**src/rtl/sdc_pkg.sv**
```systemverilog
// Shared types, codes and field layout for the subnet distance classifier.
package sdc_pkg;

    localparam int TABLE_ENTRIES_DEF = 16;

    localparam int INDEX_W  = 4;
    localparam int HALF_W   = 64;
    localparam int IPV4_W   = 32;
    localparam int DIST_W   = 2;

    // s_axis_tdata layout, lowest bit first
    localparam int OP_LSB      = 0;
    localparam int IDX_LSB     = 1;
    localparam int PRESENT_LSB = IDX_LSB + INDEX_W;
    localparam int FAMILY_LSB  = PRESENT_LSB + 1;
    localparam int AHI_LSB     = FAMILY_LSB + 1;
    localparam int ALO_LSB     = AHI_LSB + HALF_W;
    localparam int MHI_LSB     = ALO_LSB + HALF_W;
    localparam int MLO_LSB     = MHI_LSB + HALF_W;
    localparam int S_FIELDS_W  = MLO_LSB + HALF_W;
    localparam int S_TDATA_W   = ((S_FIELDS_W + 7) / 8) * 8;
    localparam int M_TDATA_W   = 8;

    // RAM word: family, addr high, addr low, mask high, mask low
    localparam int ENTRY_W = 1 + 4 * HALF_W;

    localparam logic OP_WRITE = 1'b0;
    localparam logic OP_QUERY = 1'b1;

    localparam logic FAMILY_IPV4 = 1'b0;
    localparam logic FAMILY_IPV6 = 1'b1;

    typedef enum logic [DIST_W-1:0] {
        DIST_LOOPBACK = 2'd0,
        DIST_DIRECT   = 2'd1,
        DIST_ROUTED   = 2'd2
    } dist_t;

    typedef enum logic [1:0] {
        ST_IDLE,
        ST_WALK,
        ST_FLUSH,
        ST_EMIT
    } state_t;

    typedef struct packed {
        logic write_entry;
        logic start_query;
        logic walk;
        logic emit;
    } cmd_t;

    typedef struct packed {
        logic in_is_query;
        logic last_slot;
        logic out_free;
    } status_t;

endpackage

```
**src/rtl/sdc_ctrl.sv**
```systemverilog
// Sequencer: accepts words, walks the table for queries, hands off results.
module sdc_ctrl (
    input  logic            aclk,
    input  logic            aresetn,
    input  logic            s_axis_tvalid,
    output logic            s_axis_tready,
    input  sdc_pkg::status_t status,
    output sdc_pkg::cmd_t   cmd
);
    import sdc_pkg::*;

    state_t state_reg;
    state_t state_next;

    always_ff @(posedge aclk) begin
        if (!aresetn) begin
            state_reg <= ST_IDLE;
        end else begin
            state_reg <= state_next;
        end
    end

    always_comb begin
        state_next    = state_reg;
        cmd           = '0;
        s_axis_tready = 1'b0;
        unique case (state_reg)
            ST_IDLE: begin
                s_axis_tready = 1'b1;
                if (s_axis_tvalid) begin
                    if (status.in_is_query) begin
                        cmd.start_query = 1'b1;
                        state_next      = ST_WALK;
                    end else begin
                        cmd.write_entry = 1'b1;
                    end
                end
            end
            ST_WALK: begin
                cmd.walk = 1'b1;
                if (status.last_slot) begin
                    state_next = ST_FLUSH;
                end
            end
            ST_FLUSH: begin
                state_next = ST_EMIT;
            end
            ST_EMIT: begin
                if (status.out_free) begin
                    cmd.emit   = 1'b1;
                    state_next = ST_IDLE;
                end
            end
            default: begin
                state_next = ST_IDLE;
            end
        endcase
    end

endmodule

```
**config.mk**
```make
export PLATFORM = sky130hd
export DESIGN_NAME = sdc_ctrl
export DESIGN_NICKNAME = d
export VERILOG_FILES = /design/src/rtl/sdc_pkg.sv /design/src/rtl/sdc_ctrl.sv
export SDC_FILE = /design/constraint.sdc
export NUM_CORES = 1
export LEC_CHECK = 0
export ABC_AREA = 1
export BUFFER_PORTS_ARGS = -buffer_cell sky130_fd_sc_hd__buf_2
export CAP_MARGIN = 20
export CORE_AREA = 2 2 39 41
export DETAILED_ROUTE_END_ITERATION = 8
export DIE_AREA = 0 0 41 43
export GPL_TIMING_DRIVEN = 0
export PLACE_DENSITY = 0.38
export SLEW_MARGIN = 40
export SYNTH_ARGS = -nofsm -noshare
export SYNTH_HDL_FRONTEND = slang
export SYNTH_SLANG_ARGS = --single-unit
```
**constraint.sdc**
```tcl
create_clock -name aclk -period 1.55 [get_ports aclk]
set_clock_uncertainty 0.05 [all_clocks]
set_input_delay 0.155 -clock aclk [delete_from_list [all_inputs] [get_ports aclk]]
set_output_delay 0.155 -clock aclk [all_outputs]
set_load 0.01 [all_outputs]
```
==> summary.md <==
| Metric | Value |
|---|---|
| Worst path top cell family by delay | flip-flops |
| Slowest Stage Delay on Critical Path | 370 ps |
| First-pass iteration count of the detailed router | 2 |
| Full die area | 1763 sq um |
| Die extent in y | 43 um |
| Fraction of final layout cells with drive strength greater than 1 | 34.69% |
| Switching power | 0.2333 mW |
| Kind of end point of the critical path | output port |
| Average wire per cell in the routed design | 6.477 um |
| Worst slew slack as a fraction of its limit | 90.51% |
| Final-report setup violation count | 0 |
| Area inside the core boundary | 1384 sq um |
| Share of Yosys cell area claimed by the top area cell type | 27.62% |
| Total overflow reported by the global router | 0 |
| Number of vias after detailed routing | 225 |
| Combinational fraction of design power | 58.9% |
| Post-route ant nets | 0 |
| Flops & latches, synth | 2 |
| Worst path bufs/invs | 2 |
| Number of flops mapped to enable cells by yosys | 0 |
| Clock tree from TritonCTS | yes |
| Clock Sinks | 2 |
| Critical-path cell list | inv_1, ha_1, nand2_1, nor2_1, buf_2 |
| Width of the die | 41 um |
| Wirelength, routed | 421 um |
| Cell area after technology mapping | 226.5 sq um |
| Port Buffers | 10 |
| Worst setup path category | reg2out |
| Post-detailed-route DRC marker count | 0 |
| Setup TNS after final layout | 0 ps |
| First-pass GRT wire length | 662 um |
| Routability congestion estimate | 0.6169 |
| Synth-to-layout area growth | 40.88% |
| Total of hold buffers inserted after clock tree synthesis | 0 |
| Top post-synthesis cells by count | nand2_1, inv_1, nor2_1 |
| Register-to-Register Path Depth | 8 |
| Data arrival time of the critical path | 1160 ps |
| Cell types occupying the most area after synthesis | ha_1, dfxtp_1, nand2_1, inv_1, nor2_1 |
| Hold Path Stages | 3 |
| Leakage power figure | 0.2023 nW |
| Cell type with the largest total area after synthesis | ha_1 |
| Max Clk Rate | 730.9 MHz |
| Effective utilization at floorplan | 16.37% |
| Antenna fix cells | 0 |
| Clock transition at the registers of the reported paths | 30 ps |
| Final-stage net count | 62 |
| Synth async-reset ratio | 0% |
| Post-CTS Setup Repair Bufs | 0 |
| Sequential area share after synthesis | 17.68% |
| CP Max Fanout | 4 |
| Internal power of the cells | 0.2862 mW |
| Post-Synthesis Cells | 36 |
| Mapped Nets | 47 |
| Actual slew at the worst max-slew pin | 142.1 ps |
| Max-slew violation count | 0 |
| Max capacitance violation total | 0 |
| Number of gates resized after CTS | 0 |
| Worst Path Required | 1340 ps |
| Clock network power share | 22.5% |
| Final min period | 1368 ps |
| Vias per inst | 3.462 |
| Number of DRC markers after the initial detailed-route iteration | 5 |
| Number of synthesis warnings | 0 |
| Avg Synthesized Cell Area | 6.291 sq um |
| Maximum ir drop on the vdd rail | 0.3862 mV |
| Via count of the first global-routing pass | 184 |
| Final hold viol count | 0 |
| Number of antenna violations at the first check in global routing | 0 |
| Primary FF master, synth | dfxtp_1 |
| Net Sw Frac | 44.91% |
| Part of the total power dissipated in sequential elements | 18.6% |
| Number of buffers added by the clock tree synthesis step | 3 |
| Cell at the slowest stage of the critical path | dfxtp_1 |
| Clk Tree Root Cell | clkbuf_4 |
| Floorplan row count | 14 |
| Outcome | complete, no violations |
| Most frequent cell after synthesis | nand2_1 |
| Max reg flops | 2 |
| Total power per unit cell area | 1629 nW/um^2 |
| CP startpoint kind | register |
| Filler Cell Count | 157 |
| I/O Pins | 11 |
| Detail Placement HPWL | 335.6 um |
| Portion of the clock cycle consumed by the worst path in the final layout | 88.27% |
| CTS H-Tree Depth | 1 |
| PnR Total Power | 0.5196 mW |
| Worst-case clock buffer depth | 2 |
| Count of different cell masters after synthesis | 7 |
| All-Layer GR Usage | 5.906% |
| Maximum number of pins on one net before global-route repair | 5 |
| Number of cells on the critical path | 5 |
| RSZ-0062 raised after global routing | false |
| Path type of the worst min-delay path | in2reg |
| Latest clock arrival within the worst-skew pair | 220 ps |
-- cell usage in the layout (no fill, tap or decap) --
cell,netlist,layout
buf_2,0,10
clkbuf_4,0,3
dfxtp_1,2,2
ha_1,5,5
inv_1,8,8
nand2_1,10,10
nand2_2,3,3
nor2_1,7,7
nor2_4,1,1
-- path summary, 6_finish.rpt --
| check | startpoint | endpoint | slack (ps) |
|---|---|---|---|
| worst max-delay path | state_reg[0] | cmd[3] | 180 |
| worst min-delay path | aresetn | state_reg[1] | 120 |
| worst max register to register | state_reg[0] | state_reg[0] | 250 |
| worst min register to register | state_reg[1] | state_reg[1] | 470 |
-- power groups by stage --
stage                     combinational (mW)  clock, mW  sequential [mW]
after floorplan                        0.239          0           0.0926
after global placement                 0.314          0           0.0994
after detailed placement               0.312          0           0.0980
after CTS                              0.314      0.124           0.0972
after global routing                   0.364      0.132            0.102
final                                  0.306      0.117           0.0966
-- metal layers --
layer | routed length [um] | track usage [%] | share of wire (%)
met3 | 43 | 4.712 | 10
met1 | 216 | 7.643 | 51
met5 | 0 | 0 | 0
met4 | 0 | 4.000 | 0
met2 | 160 | 6.250 | 38
-- cell type report --
cell class / count / area, sq um / share of cell area (%)
repair buffers: 10 / 50.05 / 15.69
multi-input cells: 26 / 156.4 / 49.02
flip-flops and latches: 2 / 40.04 / 12.55
well taps: 16 / 20.02 / 6.275
clock buffers: 3 / 22.52 / 7.059
inverters: 8 / 30.03 / 9.412
-- cells by family after synthesis --
kind of cell	synth area share, %
AND/OR/NAND/NOR	41.44
buffers and inverters	13.26
adder cells (fa/ha/maj)	27.62
flip-flops	17.68
-- worst register-to-register path, delay by kind of cell (launching register included) --
family / cells / cell delay [ps]
fa+ha+maj: 1 / 250
simple gates: 6 / 440
flops: 1 / 370
buf+inv: 1 / 100
-- per-stage QoR --
stage | cells | hold WS, ps | area [sq um] | utilization, % | setup WS [ps]
2_1_floorplan | 36 | 225.4 | 226.5 | - | 324.5
3_3_place_gp | 62 | 353.9 | 296.5 | 21.43 | 245.8
3_5_place_dp | 62 | 352.9 | 296.5 | 21.43 | 240.9
4_1_cts | 65 | 114.3 | 319.1 | 23.06 | 165.1
5_1_grt | 65 | 130.0 | 319.1 | 23.06 | 59.37
6_report | 65 | 118.9 | 319.1 | 23.06 | 181.9
No activity file was read; power rests on OpenSTA's default activity.
