$ cat src/rtl/sdc_pkg.sv
// Shared types, codes and field layout for the subnet distance classifier.
package sdc_pkg;

    localparam int TABLE_ENTRIES_DEF = 16;

    localparam int INDEX_W  = 4;
    localparam int HALF_W   = 64;
    localparam int IPV4_W   = 32;
    localparam int DIST_W   = 2;

    // s_axis_tdata layout, lowest bit first
    localparam int OP_LSB      = 0;
    localparam int IDX_LSB     = 1;
    localparam int PRESENT_LSB = IDX_LSB + INDEX_W;
    localparam int FAMILY_LSB  = PRESENT_LSB + 1;
    localparam int AHI_LSB     = FAMILY_LSB + 1;
    localparam int ALO_LSB     = AHI_LSB + HALF_W;
    localparam int MHI_LSB     = ALO_LSB + HALF_W;
    localparam int MLO_LSB     = MHI_LSB + HALF_W;
    localparam int S_FIELDS_W  = MLO_LSB + HALF_W;
    localparam int S_TDATA_W   = ((S_FIELDS_W + 7) / 8) * 8;
    localparam int M_TDATA_W   = 8;

    // RAM word: family, addr high, addr low, mask high, mask low
    localparam int ENTRY_W = 1 + 4 * HALF_W;

    localparam logic OP_WRITE = 1'b0;
    localparam logic OP_QUERY = 1'b1;

    localparam logic FAMILY_IPV4 = 1'b0;
    localparam logic FAMILY_IPV6 = 1'b1;

    typedef enum logic [DIST_W-1:0] {
        DIST_LOOPBACK = 2'd0,
        DIST_DIRECT   = 2'd1,
        DIST_ROUTED   = 2'd2
    } dist_t;

    typedef enum logic [1:0] {
        ST_IDLE,
        ST_WALK,
        ST_FLUSH,
        ST_EMIT
    } state_t;

    typedef struct packed {
        logic write_entry;
        logic start_query;
        logic walk;
        logic emit;
    } cmd_t;

    typedef struct packed {
        logic in_is_query;
        logic last_slot;
        logic out_free;
    } status_t;

endpackage

$ cat src/rtl/sdc_ram.sv
// Generic single-write, single-read RAM with registered read data.
module sdc_ram #(
    parameter int WIDTH = 8,
    parameter int DEPTH = 16,
    localparam int AW = (DEPTH > 1) ? $clog2(DEPTH) : 1
) (
    input  logic             aclk,
    input  logic             wr_en,
    input  logic [AW-1:0]    wr_addr,
    input  logic [WIDTH-1:0] wr_data,
    input  logic             rd_en,
    input  logic [AW-1:0]    rd_addr,
    output logic [WIDTH-1:0] rd_data
);

    logic [WIDTH-1:0] mem [DEPTH];
    logic [WIDTH-1:0] rd_data_reg;

    always_ff @(posedge aclk) begin
        if (wr_en) begin
            mem[wr_addr] <= wr_data;
        end
        if (rd_en) begin
            rd_data_reg <= mem[rd_addr];
        end
    end

    assign rd_data = rd_data_reg;

endmodule

$ cat src/rtl/sdc_datapath.sv
// Entry table, slot walk counter, match compare and result register.
module sdc_datapath #(
    parameter int TABLE_ENTRIES = sdc_pkg::TABLE_ENTRIES_DEF
) (
    input  logic                          aclk,
    input  logic                          aresetn,
    input  logic [sdc_pkg::S_TDATA_W-1:0] s_axis_tdata,
    output logic                          m_axis_tvalid,
    input  logic                          m_axis_tready,
    output logic [sdc_pkg::M_TDATA_W-1:0] m_axis_tdata,
    input  sdc_pkg::cmd_t                 cmd,
    output sdc_pkg::status_t              status
);
    import sdc_pkg::*;

    localparam int AW = (TABLE_ENTRIES > 1) ? $clog2(TABLE_ENTRIES) : 1;

    logic [INDEX_W-1:0] in_idx;
    logic               in_present;
    logic               in_family;
    logic [HALF_W-1:0]  in_ahi;
    logic [HALF_W-1:0]  in_alo;
    logic [HALF_W-1:0]  in_mhi;
    logic [HALF_W-1:0]  in_mlo;
    logic               in_range;
    logic [AW-1:0]      wr_addr;

    assign in_idx     = s_axis_tdata[IDX_LSB +: INDEX_W];
    assign in_present = s_axis_tdata[PRESENT_LSB];
    assign in_family  = s_axis_tdata[FAMILY_LSB];
    assign in_ahi     = s_axis_tdata[AHI_LSB +: HALF_W];
    assign in_alo     = s_axis_tdata[ALO_LSB +: HALF_W];
    assign in_mhi     = s_axis_tdata[MHI_LSB +: HALF_W];
    assign in_mlo     = s_axis_tdata[MLO_LSB +: HALF_W];
    assign in_range   = (32'(in_idx) < 32'(TABLE_ENTRIES));
    assign wr_addr    = AW'(in_idx);

    logic [TABLE_ENTRIES-1:0] valid_reg;
    logic [AW-1:0]            slot_reg;
    logic                     pend_reg;
    logic                     qfam_reg;
    logic [HALF_W-1:0]        qhi_reg;
    logic [HALF_W-1:0]        qlo_reg;
    logic                     loop_reg;
    logic                     direct_reg;
    logic                     out_valid_reg;
    logic [DIST_W-1:0]        out_dist_reg;
    logic [ENTRY_W-1:0]       rd_data;

    sdc_ram #(
        .WIDTH (ENTRY_W),
        .DEPTH (TABLE_ENTRIES)
    ) u_ram (
        .aclk    (aclk),
        .wr_en   (cmd.write_entry && in_present && in_range),
        .wr_addr (wr_addr),
        .wr_data ({in_family, in_ahi, in_alo, in_mhi, in_mlo}),
        .rd_en   (cmd.walk),
        .rd_addr (slot_reg),
        .rd_data (rd_data)
    );

    logic              e_family;
    logic [HALF_W-1:0] e_ahi;
    logic [HALF_W-1:0] e_alo;
    logic [HALF_W-1:0] e_mhi;
    logic [HALF_W-1:0] e_mlo;
    logic              fam_hit;
    logic              addr_eq;
    logic              net_eq;

    always_comb begin
        e_family = rd_data[4*HALF_W];
        e_ahi    = rd_data[3*HALF_W +: HALF_W];
        e_alo    = rd_data[2*HALF_W +: HALF_W];
        e_mhi    = rd_data[HALF_W +: HALF_W];
        e_mlo    = rd_data[0 +: HALF_W];
        if (qfam_reg == FAMILY_IPV4) begin
            e_ahi = '0;
            e_mhi = '0;
            e_alo = {{(HALF_W-IPV4_W){1'b0}}, e_alo[IPV4_W-1:0]};
            e_mlo = {{(HALF_W-IPV4_W){1'b0}}, e_mlo[IPV4_W-1:0]};
        end
        fam_hit = pend_reg && (e_family == qfam_reg);
        addr_eq = (e_ahi == qhi_reg) && (e_alo == qlo_reg);
        net_eq  = (((qhi_reg ^ e_ahi) & e_mhi) == '0) && (((qlo_reg ^ e_alo) & e_mlo) == '0);
    end

    always_ff @(posedge aclk) begin
        if (!aresetn) begin
            valid_reg     <= '0;
            pend_reg      <= 1'b0;
            out_valid_reg <= 1'b0;
        end else begin
            if (cmd.write_entry && in_range) begin
                valid_reg[wr_addr] <= in_present;
            end
            pend_reg <= cmd.walk && valid_reg[slot_reg];
            if (cmd.emit) begin
                out_valid_reg <= 1'b1;
            end else if (m_axis_tready) begin
                out_valid_reg <= 1'b0;
            end
        end
    end

    always_ff @(posedge aclk) begin
        if (cmd.start_query) begin
            slot_reg   <= '0;
            loop_reg   <= 1'b0;
            direct_reg <= 1'b0;
            qfam_reg   <= in_family;
            if (in_family == FAMILY_IPV4) begin
                qhi_reg <= '0;
                qlo_reg <= {{(HALF_W-IPV4_W){1'b0}}, in_alo[IPV4_W-1:0]};
            end else begin
                qhi_reg <= in_ahi;
                qlo_reg <= in_alo;
            end
        end else begin
            if (cmd.walk) begin
                slot_reg <= slot_reg + AW'(1);
            end
            if (fam_hit && addr_eq) begin
                loop_reg <= 1'b1;
            end
            if (fam_hit && net_eq) begin
                direct_reg <= 1'b1;
            end
        end
        if (cmd.emit) begin
            priority if (loop_reg) begin
                out_dist_reg <= DIST_LOOPBACK;
            end else if (direct_reg) begin
                out_dist_reg <= DIST_DIRECT;
            end else begin
                out_dist_reg <= DIST_ROUTED;
            end
        end
    end

    assign status.in_is_query = (s_axis_tdata[OP_LSB] == OP_QUERY);
    assign status.last_slot   = (slot_reg == AW'(TABLE_ENTRIES - 1));
    assign status.out_free    = !out_valid_reg || m_axis_tready;

    assign m_axis_tvalid = out_valid_reg;
    assign m_axis_tdata  = {{(M_TDATA_W-DIST_W){1'b0}}, out_dist_reg};

endmodule

$ cat config.mk
export PLATFORM = sky130hd
export DESIGN_NAME = sdc_datapath
export DESIGN_NICKNAME = d
export VERILOG_FILES = /design/src/rtl/sdc_pkg.sv /design/src/rtl/sdc_ram.sv /design/src/rtl/sdc_datapath.sv
export SDC_FILE = /design/constraint.sdc
export NUM_CORES = 2
export LEC_CHECK = 0
export BUFFER_PORTS_ARGS = -buffer_cell sky130_fd_sc_hd__buf_4
export CORE_UTILIZATION = 40
export CTS_BUF_LIST = sky130_fd_sc_hd__clkbuf_4 sky130_fd_sc_hd__clkbuf_8 sky130_fd_sc_hd__clkbuf_16
export DETAILED_ROUTE_END_ITERATION = 8
export PLACE_DENSITY = 0.54
export SYNTH_ARGS = -nofsm -noshare
export SYNTH_HDL_FRONTEND = slang
export SYNTH_MEMORY_MAX_BITS = 65536
export SYNTH_SLANG_ARGS = --single-unit
$ cat constraint.sdc
create_clock -name aclk -period 13.2 [get_ports aclk]
set_clock_uncertainty 0.2 [all_clocks]
set_input_delay 0.66 -clock aclk [delete_from_list [all_inputs] [get_ports aclk]]
set_output_delay 0.66 -clock aclk [all_outputs]
set_load 0.02 [all_outputs]
==> impl_table.tex <==
\begin{tabular}{lr}
\hline
Metric & Value \\
\hline
\multicolumn{2}{l}{\textbf{Status}} \\
\quad Outcome & completed \\
\multicolumn{2}{l}{\textbf{Detailed routing}} \\
\quad Wirelength per Cell & 33.3 um \\
\quad Post-route DRC & 0 \\
\quad Drt total wl & 461,000 um \\
\quad Via total after detailed routing & 79,807 \\
\quad Drt first-iter violations & 8,295 \\
\quad Remaining antenna violation count after routing & 0 \\
\quad Mean number of vias per cell & 5.77 \\
\quad First-pass DRT Iterations & 6 \\
\multicolumn{2}{l}{\textbf{Setup path}} \\
\quad Slowest stage delay, CP & 0.74 ns \\
\quad R2R depth & 5 \\
\quad Startpoint types & register \\
\quad Highest net fanout along the worst path & 97 \\
\quad Critical Setup Path Class & reg2out \\
\quad Category of the worst setup path capture point & output port \\
\quad Sequence of cells on the critical path & buf\_4 > buf\_12 > ha\_1 > and3\_1 > buf\_4 \\
\quad Reg2reg start & slot\_reg[0] \\
\quad Crit. Startpoint & slot\_reg[0] \\
\quad Critical path arrival & 3.95 ns \\
\quad Slowest stage cell on the critical path & sky130\_fd\_sc\_hd\_\_buf\_4 \\
\quad Data required time of the worst path & 12.34 ns \\
\quad Cell seen most often among critical-path stages & sky130\_fd\_sc\_hd\_\_buf\_4 \\
\multicolumn{2}{l}{\textbf{Pwr}} \\
\quad Final total power & 30.8 mW \\
\quad Worst ir drop on vdd & 129 uV \\
\quad Leak & 60.5 nW \\
\quad Power per Cell Area & 156 mW/mm2 \\
\multicolumn{2}{l}{\textbf{Timing}} \\
\quad Final hold slack & 0.179 ns \\
\quad Crit path time final & 4.81 ns \\
\quad Max Freq & 208 MHz \\
\quad Final cycle utilization of the critical path & 36.4\% \\
\quad Final Slew Violations & 0 \\
\quad Count of endpoints failing hold in the final timing report & 0 \\
\quad Total setup violations reported at the end of the flow & 0 \\
\quad Worst-case headroom to the max-slew limit & 26.0\% \\
\quad Setup repair after global routing missed its margin & no \\
\quad Actual slew at the worst max-slew pin & 1.11 ns \\
\quad Setup WS post-layout & 8.39 ns \\
\quad Total negative slack for setup checks & 0 ns \\
\multicolumn{2}{l}{\textbf{Min path}} \\
\quad Cell count of the worst hold path & 1 \\
\quad Min-Delay Path Class & in2reg \\
\quad Min-Delay Startpoint & s\_axis\_tdata[6] \\
\multicolumn{2}{l}{\textbf{Die}} \\
\quad Total I/O pin count & 283 \\
\quad DIE WIDTH & 656 um \\
\quad Area of the die & 0.431 mm2 \\
\quad Area of the core & 0.425 mm2 \\
\quad Effective utilization at floorplan & 40.3\% \\
\quad Overall die height & 656 um \\
\quad Floorplan row count & 239 \\
\multicolumn{2}{l}{\textbf{Synth}} \\
\quad Synth unique cells & 49 \\
\quad Synth area leaders & sky130\_fd\_sc\_hd\_\_edfxtp\_1 (79\%), sky130\_fd\_sc\_hd\_\_mux4\_2 (17\%), sky130\_fd\_sc\_hd\_\_xor2\_1 (0.59\%), sky130\_fd\_sc\_hd\_\_clkbuf\_1 (0.36\%), sky130\_fd\_sc\_hd\_\_and2\_1 (0.35\%) \\
\quad Gate count after technology mapping & 6,899 \\
\quad Most common flop cell mapped by yosys & sky130\_fd\_sc\_hd\_\_edfxtp\_1 \\
\quad YS warnings & 0 \\
\quad Portion of the post-synthesis area used by sequential elements & 79.1\% \\
\quad Flip-flop and latch count after synthesis & 4,524 \\
\quad Mapped Avg Cell Area & 24.8 um2 \\
\quad Largest area contributor in the synthesized netlist & sky130\_fd\_sc\_hd\_\_edfxtp\_1 \\
\quad Area share of the leading cell type in the synthesized netlist & 78.9\% \\
\quad Number of flops mapped to enable cells by yosys & 4,500 \\
\quad Post-synthesis async set-or-reset flop share & 0\% \\
\quad Cell Area, Synth & 0.171 mm2 \\
\multicolumn{2}{l}{\textbf{Finish}} \\
\quad Core Util, Final & 46.6\% \\
\quad Final non-filler cell total & 13,828 \\
\quad \# nets final & 8,016 \\
\quad Most common cell after layout, fill and taps aside & sky130\_fd\_sc\_hd\_\_edfxtp\_1 \\
\quad Synthesis-to-layout area growth & 15.6\% \\
\quad Commonest cells after routing, fill and taps aside & sky130\_fd\_sc\_hd\_\_edfxtp\_1 (4,500), sky130\_fd\_sc\_hd\_\_mux4\_2 (1,290), sky130\_fd\_sc\_hd\_\_clkbuf\_16 (461) \\
\quad Post-layout instance area & 0.198 mm2 \\
\quad Max FFs per register & 4,112 \\
\quad Fraction of layout instances using a drive strength above 1 & 30.5\% \\
\multicolumn{2}{l}{\textbf{Placed design}} \\
\quad Number of instances in the placed design & 12,681 \\
\quad Weighted congestion reported at the end of routability-driven placement & 0.806 \\
\quad Instance area after placement & 0.181 mm2 \\
\quad Number of port buffers & 273 \\
\quad Worst setup slack after placement & 7.94 ns \\
\quad DP Wirelength & 252,000 um \\
\multicolumn{2}{l}{\textbf{Clock tree}} \\
\quad Post CTS Setup Buffer Count & 0 \\
\quad Clock-pin slew on the worst setup and hold paths & 0.06 ns \\
\quad Number of sinks on the clock net & 4,524 \\
\quad Total CTS buffers & 455 \\
\quad CTS root buffer & sky130\_fd\_sc\_hd\_\_clkbuf\_16 \\
\quad Clock latency at the later pin of the worst-skew pair & 0.98 ns \\
\quad Clock Path Buffers & 4 \\
\quad Clock tree from TritonCTS & yes \\
\quad Htree depth & 5 \\
\multicolumn{2}{l}{\textbf{Global routing}} \\
\quad Wire length of the first global-routing pass & 645,000 um \\
\quad GRT Residual Overflow & 0 \\
\quad Vias in the first global route & 81,411 \\
\quad Antenna violations before repair & 128 \\
\quad Total global-route track usage & 21.1\% \\
\quad Pin count of the biggest net entering global routing & 152 \\
\multicolumn{2}{l}{\textbf{Job}} \\
\quad Maxcap violations & 0 \\
\hline
\end{tabular}
-- Yosys cell counts (all sizes together), types with 2 or more instances --
cell type,n
nand4b,41
inv,16
nand3,46
xor2,116
and2,97
a31oi,6
and3,3
nand3b,4
or2,2
o21ai,52
nor4,21
a2bb2oi,11
buf,161
nor2,53
clkbuf,166
mux4,1290
nor4bb,7
dfxtp,24
nor3,19
o22ai,49
or3b,2
a21boi,18
xnor2,11
o2111ai,6
o21a,44
nand2b,4
and3b,16
a22oi,43
a21oi,26
nand2,20
nand4,13
edfxtp,4500
-- worst paths after layout --
path	endpoint	slack [ns]
setup / recovery	status[1]	8.39
hold / removal	qfam_reg	0.18
setup reg to reg	u_ram.rd_data[138]	8.47
hold reg to reg	valid_reg[12]	0.36
-- power breakdown --
group | internal [mW] | switching, mW
combinational | 0.871 | 1.07
clock | 7.17 | 5.45
sequential | 16.1 | 0.196
-- logic make-up after synthesis --
family,after synthesis,synth area share (%)
mux,1291,17.0
xor+xnor,127,0.649
simple gates,349,1.22
other cells,1,0.00219
compound gates,263,1.02
fa+ha+maj,1,0.00730
flops,4524,79.1
buf+inv,343,0.988
-- per-layer routing --
layer  up-vias  part of all wire [%]  track usage [%]  wire length (um)
li1      31737                     -                -                 -
met1     44504                    42             29.9            194000
met2      2781                    49             34.8            226000
met3       727                   6.5             3.32             29800
met4        58                   2.3             4.56             10500
met5         -                 0.081                0               372
-- final cells by class --
type | instances | area [um2]
clock buffers | 558 | 12300
clock inverters | 286 | 2390
inverters | 16 | 60.1
diodes | 34 | 85.1
well taps | 5663 | 7090
flip-flops and latches | 4524 | 136000
repair buffers | 710 | 6340
fillers | 34606 | 227000
multi-input cells | 2037 | 34200
-- critical path: cells and delay by family (launching register included) --
family / cells / cell delay, ns
adder cells (fa/ha/maj): 1 / 0.30
buffers and inverters: 3 / 1.54
flip-flops: 1 / 0.64
AND/OR/NAND/NOR: 1 / 0.23
-- what timing repair did --
action                    4_1_cts  5_1_grt
resized for setup               0        0
hold buffers                  269        0
hold endpoints to repair     4266        0
Note: power is estimated with default switching activity, not from simulation.
